**config.mk**
```make
export PLATFORM = sky130hd
export DESIGN_NAME = range_scan_reply_decoder
export DESIGN_NICKNAME = d
export VERILOG_FILES = /design/src/rtl/rsd_pkg.sv /design/src/rtl/rsd_parser.sv /design/src/rtl/rsd_out_buf.sv /design/src/rtl/range_scan_reply_decoder.sv
export SDC_FILE = /design/constraint.sdc
export NUM_CORES = 1
export LEC_CHECK = 0
export BUFFER_PORTS_ARGS = -buffer_cell sky130_fd_sc_hd__buf_2
export CORE_ASPECT_RATIO = 0.7
export CORE_UTILIZATION = 65
export CTS_CLUSTER_DIAMETER = 200
export CTS_CLUSTER_SIZE = 25
export DETAILED_ROUTE_END_ITERATION = 8
export HOLD_SLACK_MARGIN = 0.03
export PLACE_DENSITY = 0.85
export SYNTH_ARGS = -nofsm -noshare
export SYNTH_HDL_FRONTEND = slang
export SYNTH_SLANG_ARGS = --single-unit
```
**constraint.sdc**
```tcl
create_clock -name clk_i -period 14.7 [get_ports clk_i]
set_input_delay 1.47 -clock clk_i [delete_from_list [all_inputs] [get_ports clk_i]]
set_output_delay 1.47 -clock clk_i [all_outputs]
set_load 0.05 [all_outputs]
```
**src/rtl/rsd_pkg.sv**
```systemverilog
package rsd_pkg;

  // Largest number of distance samples emitted per reply.
  localparam int MaxSamples  = 2048;
  // Sample counter must be able to hold MaxSamples itself.
  localparam int IdxW        = $clog2(MaxSamples + 1);

  localparam int ValueW      = 24;
  localparam int IndexW      = 11;
  localparam int BitsPerChar = 6;

  localparam logic [7:0] LineFeed = 8'h0a;
  localparam logic [7:0] CharBase = 8'h30;

  typedef struct packed {
    logic [7:0] rx_byte;
    logic       frame_first;
    logic       frame_last;
  } rsd_in_t;

  typedef struct packed {
    logic [ValueW-1:0] value;
    logic              is_timestamp;
    logic [IndexW-1:0] sample_index;
  } rsd_out_t;

  // Output buffer status seen by the input side.
  typedef struct packed {
    logic full;
  } rsd_buf_stat_t;

endpackage

```
**src/rtl/rsd_parser.sv**
```systemverilog
module rsd_parser (
  input  logic              clk_i,
  input  logic              rst_ni,
  input  logic              fire_i,
  input  rsd_pkg::rsd_in_t  item_i,
  output logic              emit_o,
  output rsd_pkg::rsd_out_t res_o
);
  import rsd_pkg::*;

  typedef enum logic [1:0] {
    PhHeader = 2'd0,
    PhStamp  = 2'd1,
    PhData   = 2'd2,
    PhDone   = 2'd3
  } phase_e;

  typedef struct packed {
    phase_e            phase;
    logic [ValueW-1:0] acc;
    logic [2:0]        cnt;
    logic [IdxW-1:0]   idx;
    logic              emit;
    rsd_out_t          res;
  } char_step_t;

  // Shift one character into the group and close the group when complete.
  function automatic char_step_t take_char(phase_e ph, logic [ValueW-1:0] acc,
                                           logic [2:0] cnt, logic [IdxW-1:0] idx,
                                           logic [7:0] b);
    char_step_t       r;
    logic [7:0]       diff;
    diff         = b - CharBase;
    r.phase      = ph;
    r.acc        = {acc[ValueW-BitsPerChar-1:0], diff[BitsPerChar-1:0]};
    r.cnt        = cnt + 3'd1;
    r.idx        = idx;
    r.emit       = 1'b0;
    r.res        = '0;
    if (ph == PhStamp && r.cnt >= 3'd4) begin
      r.emit             = 1'b1;
      r.res.value        = r.acc;
      r.res.is_timestamp = 1'b1;
      r.res.sample_index = '0;
      r.phase            = PhData;
      r.acc              = '0;
      r.cnt              = '0;
    end else if (ph == PhData && r.cnt >= 3'd3) begin
      if (idx < IdxW'(MaxSamples)) begin
        r.emit             = 1'b1;
        r.res.value        = r.acc;
        r.res.is_timestamp = 1'b0;
        r.res.sample_index = IndexW'(idx);
        r.idx              = idx + 1'b1;
      end
      r.acc = '0;
      r.cnt = '0;
    end
    return r;
  endfunction

  phase_e            phase_q, phase_d, ph_e;
  logic [1:0]        hb_q, hb_d, hb_e;
  logic [7:0]        held_q, held_d, held_e;
  logic              hv_q, hv_d, hv_e;
  logic              prev_q, prev_d, prev_e;
  logic [ValueW-1:0] acc_q, acc_d, acc_e;
  logic [2:0]        cnt_q, cnt_d, cnt_e;
  logic [IdxW-1:0]   idx_q, idx_d, idx_e;
  char_step_t        t1, t2;
  logic              is_lf;

  assign is_lf = (item_i.rx_byte == LineFeed);

  always_comb begin
    // A first byte restarts from the reset state before it is parsed.
    if (item_i.frame_first) begin
      ph_e = PhHeader; hb_e = '0; held_e = '0; hv_e = 1'b0;
      prev_e = 1'b0; acc_e = '0; cnt_e = '0; idx_e = '0;
    end else begin
      ph_e = phase_q; hb_e = hb_q; held_e = held_q; hv_e = hv_q;
      prev_e = prev_q; acc_e = acc_q; cnt_e = cnt_q; idx_e = idx_q;
    end

    phase_d = ph_e; hb_d = hb_e; held_d = held_e; hv_d = hv_e;
    prev_d = prev_e; acc_d = acc_e; cnt_d = cnt_e; idx_d = idx_e;
    emit_o  = 1'b0;
    res_o   = '0;
    t1      = '0;
    t2      = '0;

    if (ph_e == PhDone) begin
      // drop everything until the next first byte
    end else if (ph_e == PhHeader) begin
      if (is_lf) begin
        if (hb_e < 2'd3) hb_d = hb_e + 2'd1;
        if (hb_d >= 2'd2) phase_d = PhStamp;
        prev_d = 1'b1;
      end else begin
        prev_d = 1'b0;
      end
      if (item_i.frame_last) phase_d = PhDone;
    end else begin
      if (is_lf) begin
        // held byte was the line's check character
        hv_d = 1'b0;
        if (prev_e) phase_d = PhDone;
        prev_d = 1'b1;
      end else begin
        if (hv_e) begin
          t1      = take_char(ph_e, acc_e, cnt_e, idx_e, held_e);
          phase_d = t1.phase;
          acc_d   = t1.acc;
          cnt_d   = t1.cnt;
          idx_d   = t1.idx;
          emit_o  = t1.emit;
          res_o   = t1.res;
        end
        held_d = item_i.rx_byte;
        hv_d   = 1'b1;
        prev_d = 1'b0;
      end

      if (item_i.frame_last && phase_d != PhDone) begin
        if (hv_d) begin
          // flush the last byte as data; a partial group is lost
          t2    = take_char(phase_d, acc_d, cnt_d, idx_d, held_d);
          acc_d = t2.acc;
          cnt_d = t2.cnt;
          idx_d = t2.idx;
          if (!emit_o) begin
            emit_o = t2.emit;
            res_o  = t2.res;
          end
        end
        hv_d    = 1'b0;
        phase_d = PhDone;
      end
    end
  end

  always_ff @(posedge clk_i or negedge rst_ni) begin
    if (!rst_ni) begin
      phase_q <= PhHeader;
      hb_q    <= '0;
      held_q  <= '0;
      hv_q    <= 1'b0;
      prev_q  <= 1'b0;
      acc_q   <= '0;
      cnt_q   <= '0;
      idx_q   <= '0;
    end else if (fire_i) begin
      phase_q <= phase_d;
      hb_q    <= hb_d;
      held_q  <= held_d;
      hv_q    <= hv_d;
      prev_q  <= prev_d;
      acc_q   <= acc_d;
      cnt_q   <= cnt_d;
      idx_q   <= idx_d;
    end
  end

  a_done_silent: assert property (@(posedge clk_i) disable iff (!rst_ni)
    (phase_q == PhDone && !item_i.frame_first) |-> !emit_o)
    else $error("result produced after end of frame");

  a_stamp_then_data: assert property (@(posedge clk_i) disable iff (!rst_ni)
    (fire_i && emit_o && res_o.is_timestamp) |=>
      (phase_q == PhData || phase_q == PhDone))
    else $error("parser not in data phase after timestamp");

endmodule

```
**src/rtl/rsd_out_buf.sv**
```systemverilog
module rsd_out_buf (
  input  logic                   clk_i,
  input  logic                   rst_ni,
  input  logic                   push_i,
  input  rsd_pkg::rsd_out_t      item_i,
  output rsd_pkg::rsd_buf_stat_t stat_o,
  output logic                   out_valid_o,
  input  logic                   out_stall_i,
  output rsd_pkg::rsd_out_t      out_item_o
);
  import rsd_pkg::*;

  rsd_out_t   slot_q [2];
  logic       wr_q, rd_q;
  logic [1:0] cnt_q, cnt_d;
  logic       pop;

  assign out_valid_o  = (cnt_q != 2'd0);
  assign out_item_o   = slot_q[rd_q];
  assign pop          = out_valid_o && !out_stall_i;
  assign stat_o.full  = (cnt_q == 2'd2);

  always_comb begin
    cnt_d = cnt_q;
    if (push_i && !pop) cnt_d = cnt_q + 2'd1;
    else if (pop && !push_i) cnt_d = cnt_q - 2'd1;
  end

  always_ff @(posedge clk_i) begin
    if (push_i) slot_q[wr_q] <= item_i;
  end

  always_ff @(posedge clk_i or negedge rst_ni) begin
    if (!rst_ni) begin
      wr_q  <= 1'b0;
      rd_q  <= 1'b0;
      cnt_q <= '0;
    end else begin
      if (push_i) wr_q <= ~wr_q;
      if (pop) rd_q <= ~rd_q;
      cnt_q <= cnt_d;
    end
  end

  a_no_overflow: assert property (@(posedge clk_i) disable iff (!rst_ni)
    push_i |-> cnt_q != 2'd2)
    else $error("push into full output buffer");

  a_pop_drains: assert property (@(posedge clk_i) disable iff (!rst_ni)
    (pop && !push_i) |=> cnt_q == $past(cnt_q) - 2'd1)
    else $error("output buffer count wrong after pop");

endmodule

```
**src/rtl/range_scan_reply_decoder.sv**
```systemverilog
// A result is offered once parsed; the parser state updates in a single pass.
// Throughput: one byte per cycle while the output buffer has room.
// A two-entry output buffer keeps bytes flowing while a result waits.
// Reset (rst_ni low, asynchronous) returns the parser to the header phase
// and empties both the input register and the output buffer.
module range_scan_reply_decoder (
  input  logic              clk_i,
  input  logic              rst_ni,
  input  logic              in_valid_i,
  output logic              in_stall_o,
  input  rsd_pkg::rsd_in_t  in_item_i,
  output logic              out_valid_o,
  input  logic              out_stall_i,
  output rsd_pkg::rsd_out_t out_item_o
);
  import rsd_pkg::*;

  logic          in_valid_q, in_valid_d;
  rsd_in_t       in_item_q;
  logic          accept, fire, emit;
  rsd_out_t      res;
  rsd_buf_stat_t buf_stat;

  // Parse the held item only when the output buffer has room.
  assign fire       = in_valid_q && !buf_stat.full;
  assign in_stall_o = in_valid_q && !fire;
  assign accept     = in_valid_i && !in_stall_o;
  assign in_valid_d = accept || (in_valid_q && !fire);

  always_ff @(posedge clk_i or negedge rst_ni) begin
    if (!rst_ni) begin
      in_valid_q <= 1'b0;
    end else begin
      in_valid_q <= in_valid_d;
    end
  end

  always_ff @(posedge clk_i) begin
    if (accept) in_item_q <= in_item_i;
  end

  rsd_parser u_parser (
    .clk_i  (clk_i),
    .rst_ni (rst_ni),
    .fire_i (fire),
    .item_i (in_item_q),
    .emit_o (emit),
    .res_o  (res)
  );

  rsd_out_buf u_out_buf (
    .clk_i       (clk_i),
    .rst_ni      (rst_ni),
    .push_i      (fire && emit),
    .item_i      (res),
    .stat_o      (buf_stat),
    .out_valid_o (out_valid_o),
    .out_stall_i (out_stall_i),
    .out_item_o  (out_item_o)
  );

endmodule

```
==> metrics.txt <==
highest net fanout along the worst path=55; unrepaired setup endpoints after global routing=false; per-cell via count in the routed design=7.183; Max Transition Viols Final=0; hpwl dp=14.42 mm; commonest cells after routing, fill and taps aside=82 x sky130_fd_sc_hd__edfxtp_1, 80 x sky130_fd_sc_hd__nand2_1, 66 x sky130_fd_sc_hd__a21oi_1; DIE AREA=0.01238 mm2; DRT antenna net count=0; startpoint of the worst hold path=u_out_buf.cnt_q[1]; GRT Total Usage=37.69%; total area of multi-input combinational cells=0.003755 mm2; minimum clock period=6.297 ns; clk buf depth=2; Port-buffer cells=51; Final setup viols=0; worst path bufs/invs=4; CP endpoint kind=flop; post-synth cell types=82; Mapped Nets=814; pre-CTS worst setup slack=8.622 ns; share of layout cells above drive strength 1=19.56%; final worst path period share=42.84%; worst-skew pair later-pin latency=0.42 ns; number of setup buffers added after CTS=0; setup slack, reg-to-reg=8.40 ns; DRC Markers=0; number of synthesized flops with an enable pin=82; clk slew on worst S/H paths=0.07 ns; routed length per instance=22.89 um; startpoint type of the worst setup path=flop; synthesized area per cell=9.796 um2; number of hold-repair buffers added at the cts stage=0; total of max-cap violations=0; cell with the most instances on the worst path=sky130_fd_sc_hd__buf_4; pin count of the biggest net entering global routing=56; Highest Clock Rate=0.1588 GHz; static power due to leakage=3.243 nW; FP Rows=32; FF-to-FF path depth=16; number of diodes=0; critical path cell sequence=buf_4, clkinv_1, nand2_1, ha_1, nor2b_1, o21ai_0, a21oi_1, a22oi_1, nor2_1, ha_1, a211o_1, a31oi_4, buf_4, o21bai_1, a211oi_4, buf_4; Min-Delay Path Depth=1; flop and latch count out of synthesis=132; die boundary height=93.41 um; Pre-antenna DRT Iters=6; Largest delay share family, worst path=compound AO/OA/AOI/OAI gates; final number of hold-violating endpoints=0; leading cell type in the layout, fill and taps excluded=sky130_fd_sc_hd__edfxtp_1; Slowest Stage Delay on Critical Path=0.95 ns; TritonCTS Sinks=132; number of nets in the layout=832; Critical Setup Path Class=reg2reg; Sequential cell area=0.003714 mm2; asr flop ratio synth=37.88%; post-synthesis instance area=0.007759 mm2; number of antenna violations at the first check in global routing=0; Setup Skew=0.008549 ns; beginning of the critical path=in_item_q[1]; Worst IR Drop VDD=0.1083 mV; violation count after the first detailed-route iteration=1207; overall routed net length=22.34 mm; routability cong.=0.9313; root buf cell=sky130_fd_sc_hd__clkbuf_16; Chip Width=132.6 um; commonest register cell after synthesis=sky130_fd_sc_hd__edfxtp_1; initial standard-cell utilization of the core=68.47%; worst max-slew margin expressed relative to the limit=11.59%; proportion of synthesized chip area in sequential cells=47.86%; Yosys warnings=0; cts bufs inserted=17; Slew @ Worst Pin=1.321 ns; H-Tree Level Count=4; wire length of the first global-routing pass=35.69 mm; TritonCTS clock tree=done; class of the worst hold path=reg2reg; Critical Path AT=6.35 ns; WHS Endpoint=u_out_buf.cnt_q[1]; Crit path required time=14.76 ns; setup TNS after final layout=0 ns; Power per Cell Area=159.1 mW/mm2; synthesis-to-layout area growth=11.37%; gr ovfl total=0; Slowest-stage cell, CP=sky130_fd_sc_hd__a21oi_1; cells resized by post-CTS repair=0; vias in the first global route=6687; Fillers=774; setup ws final=8.403 ns; endpoint of the worst register-to-register path=u_out_buf.slot_q[0][16]; number of I/O pins=52; worst reg2reg path startpoint=in_item_q[1]; cell count after synthesis=792; detailed-route via count=7011; area of the core=0.01133 mm2; run status=finished clean
per-stage QoR:
stage	power (W)	cell area, um2	util [%]	hold WS (ns)	instances
floorplan	0.0008243	7759	-	0.4763	792
global placement	0.0009356	8077	71.28	0.4985	944
detailed placement	0.0009501	8077	71.28	0.5058	944
CTS	0.001353	8641	76.26	0.5213	976
global route	0.001423	8641	76.26	0.5448	976
finish	0.001375	8641	76.26	0.5180	976
state kept, by name, indices dropped and copies added (netlist names), 2 cells and up:
register	count
u_parser.hb_q	2
in_item_q	10
u_parser.cnt_q	3
u_parser.idx_q	12
u_out_buf.cnt_q	2
u_parser.acc_q	18
u_parser.held_q	6
u_out_buf.slot_q	72
u_parser.phase_q	2
Yosys cell counts (3+ instances only):
master | number | area share (%)
sky130_fd_sc_hd__a211o_1 | 3 | 0.34
sky130_fd_sc_hd__a211oi_1 | 5 | 0.48
sky130_fd_sc_hd__a21o_1 | 10 | 0.97
sky130_fd_sc_hd__a21oi_1 | 66 | 4.3
sky130_fd_sc_hd__a22o_1 | 7 | 0.79
sky130_fd_sc_hd__a31oi_1 | 11 | 0.89
sky130_fd_sc_hd__a32oi_1 | 23 | 2.6
sky130_fd_sc_hd__and2_1 | 11 | 0.89
sky130_fd_sc_hd__and3_1 | 8 | 0.65
sky130_fd_sc_hd__buf_2 | 10 | 0.65
sky130_fd_sc_hd__clkbuf_1 | 49 | 2.4
sky130_fd_sc_hd__dfrtp_1 | 50 | 16
sky130_fd_sc_hd__edfxtp_1 | 82 | 32
sky130_fd_sc_hd__ha_1 | 8 | 1.3
sky130_fd_sc_hd__inv_1 | 14 | 0.68
sky130_fd_sc_hd__mux2_2 | 39 | 5.7
sky130_fd_sc_hd__nand2_1 | 80 | 3.9
sky130_fd_sc_hd__nand2b_1 | 5 | 0.40
sky130_fd_sc_hd__nand3_1 | 29 | 1.9
sky130_fd_sc_hd__nand3b_1 | 3 | 0.29
sky130_fd_sc_hd__nand4_1 | 9 | 0.73
sky130_fd_sc_hd__nand4b_1 | 3 | 0.34
sky130_fd_sc_hd__nor2_1 | 62 | 3.0
sky130_fd_sc_hd__nor2b_1 | 10 | 0.81
sky130_fd_sc_hd__nor3_1 | 14 | 0.90
sky130_fd_sc_hd__nor3b_1 | 4 | 0.39
sky130_fd_sc_hd__nor4_1 | 12 | 0.97
sky130_fd_sc_hd__o2111ai_1 | 11 | 1.2
sky130_fd_sc_hd__o211ai_1 | 22 | 2.1
sky130_fd_sc_hd__o21a_1 | 3 | 0.29
sky130_fd_sc_hd__o21ai_0 | 41 | 2.6
sky130_fd_sc_hd__o21ai_1 | 6 | 0.39
sky130_fd_sc_hd__o22ai_1 | 5 | 0.40
sky130_fd_sc_hd__or2_2 | 4 | 0.32
sky130_fd_sc_hd__or3_1 | 4 | 0.32
sky130_fd_sc_hd__or4_1 | 4 | 0.39
sky130_fd_sc_hd__xnor2_1 | 7 | 0.79
sky130_fd_sc_hd__xor2_1 | 5 | 0.56
worst reg2reg max path: stages, from the launching register on:
cell	delay [ns]
sky130_fd_sc_hd__edfxtp_1	0.32
sky130_fd_sc_hd__buf_4	0.49
sky130_fd_sc_hd__clkinv_1	0.70
sky130_fd_sc_hd__nand2_1	0.22
sky130_fd_sc_hd__ha_1	0.16
sky130_fd_sc_hd__nor2b_1	0.16
sky130_fd_sc_hd__o21ai_0	0.28
sky130_fd_sc_hd__a21oi_1	0.95
sky130_fd_sc_hd__a22oi_1	0.16
sky130_fd_sc_hd__nor2_1	0.25
sky130_fd_sc_hd__ha_1	0.28
sky130_fd_sc_hd__a211o_1	0.30
sky130_fd_sc_hd__a31oi_4	0.19
sky130_fd_sc_hd__buf_4	0.42
sky130_fd_sc_hd__o21bai_1	0.30
sky130_fd_sc_hd__a211oi_4	0.28
sky130_fd_sc_hd__buf_4	0.46
area by class of cell:
type                    count  area share, %
inverters                  15         0.6516
repair buffers             65          4.170
clock buffers              17          4.923
flip-flops and latches    132          42.98
clock inverters            15          1.607
multi-input cells         579          43.45
well taps                 153          2.215
per-layer routing:
metal	track usage, %	routed length, um	vias up
met1	50.65	8611	3282
li1	-	-	3041
met2	57.63	9961	610
met3	9.864	3025	78
met4	17.34	743	0
met5	0	0	-
power breakdown:
group          switching (W)  total, W  internal (W)  leakage (nW)
combinational       0.000338  0.000476      0.000138          1.47
clock               0.000183  0.000408      0.000224         0.272
sequential         0.0000546  0.000491      0.000436          1.50
total               0.000576   0.00137      0.000799          3.24
kinds of logic (layout without fill, tap and decap cells):
logic type | after synthesis | after routing | synth area share, %
xor+xnor | 12 | 12 | 1.355
simple gates | 274 | 274 | 17.71
buf+inv | 81 | 112 | 4.386
mux | 41 | 41 | 5.967
flops | 132 | 132 | 47.86
compound gates | 244 | 244 | 21.43
fa+ha+maj | 8 | 8 | 1.290
worst max path at each step:
stage | cells past startpoint | endpoint
5_1_grt | 20 | u_out_buf.cnt_q[1]
6_report | 16 | u_out_buf.slot_q[0][16]
3_5_place_dp | 16 | u_out_buf.slot_q[0][18]
3_3_place_gp | 16 | u_out_buf.slot_q[0][18]
2_1_floorplan | 19 | u_out_buf.slot_q[0][0]
4_1_cts | 16 | u_out_buf.slot_q[0][16]
(Power assumes the default switching activity.)
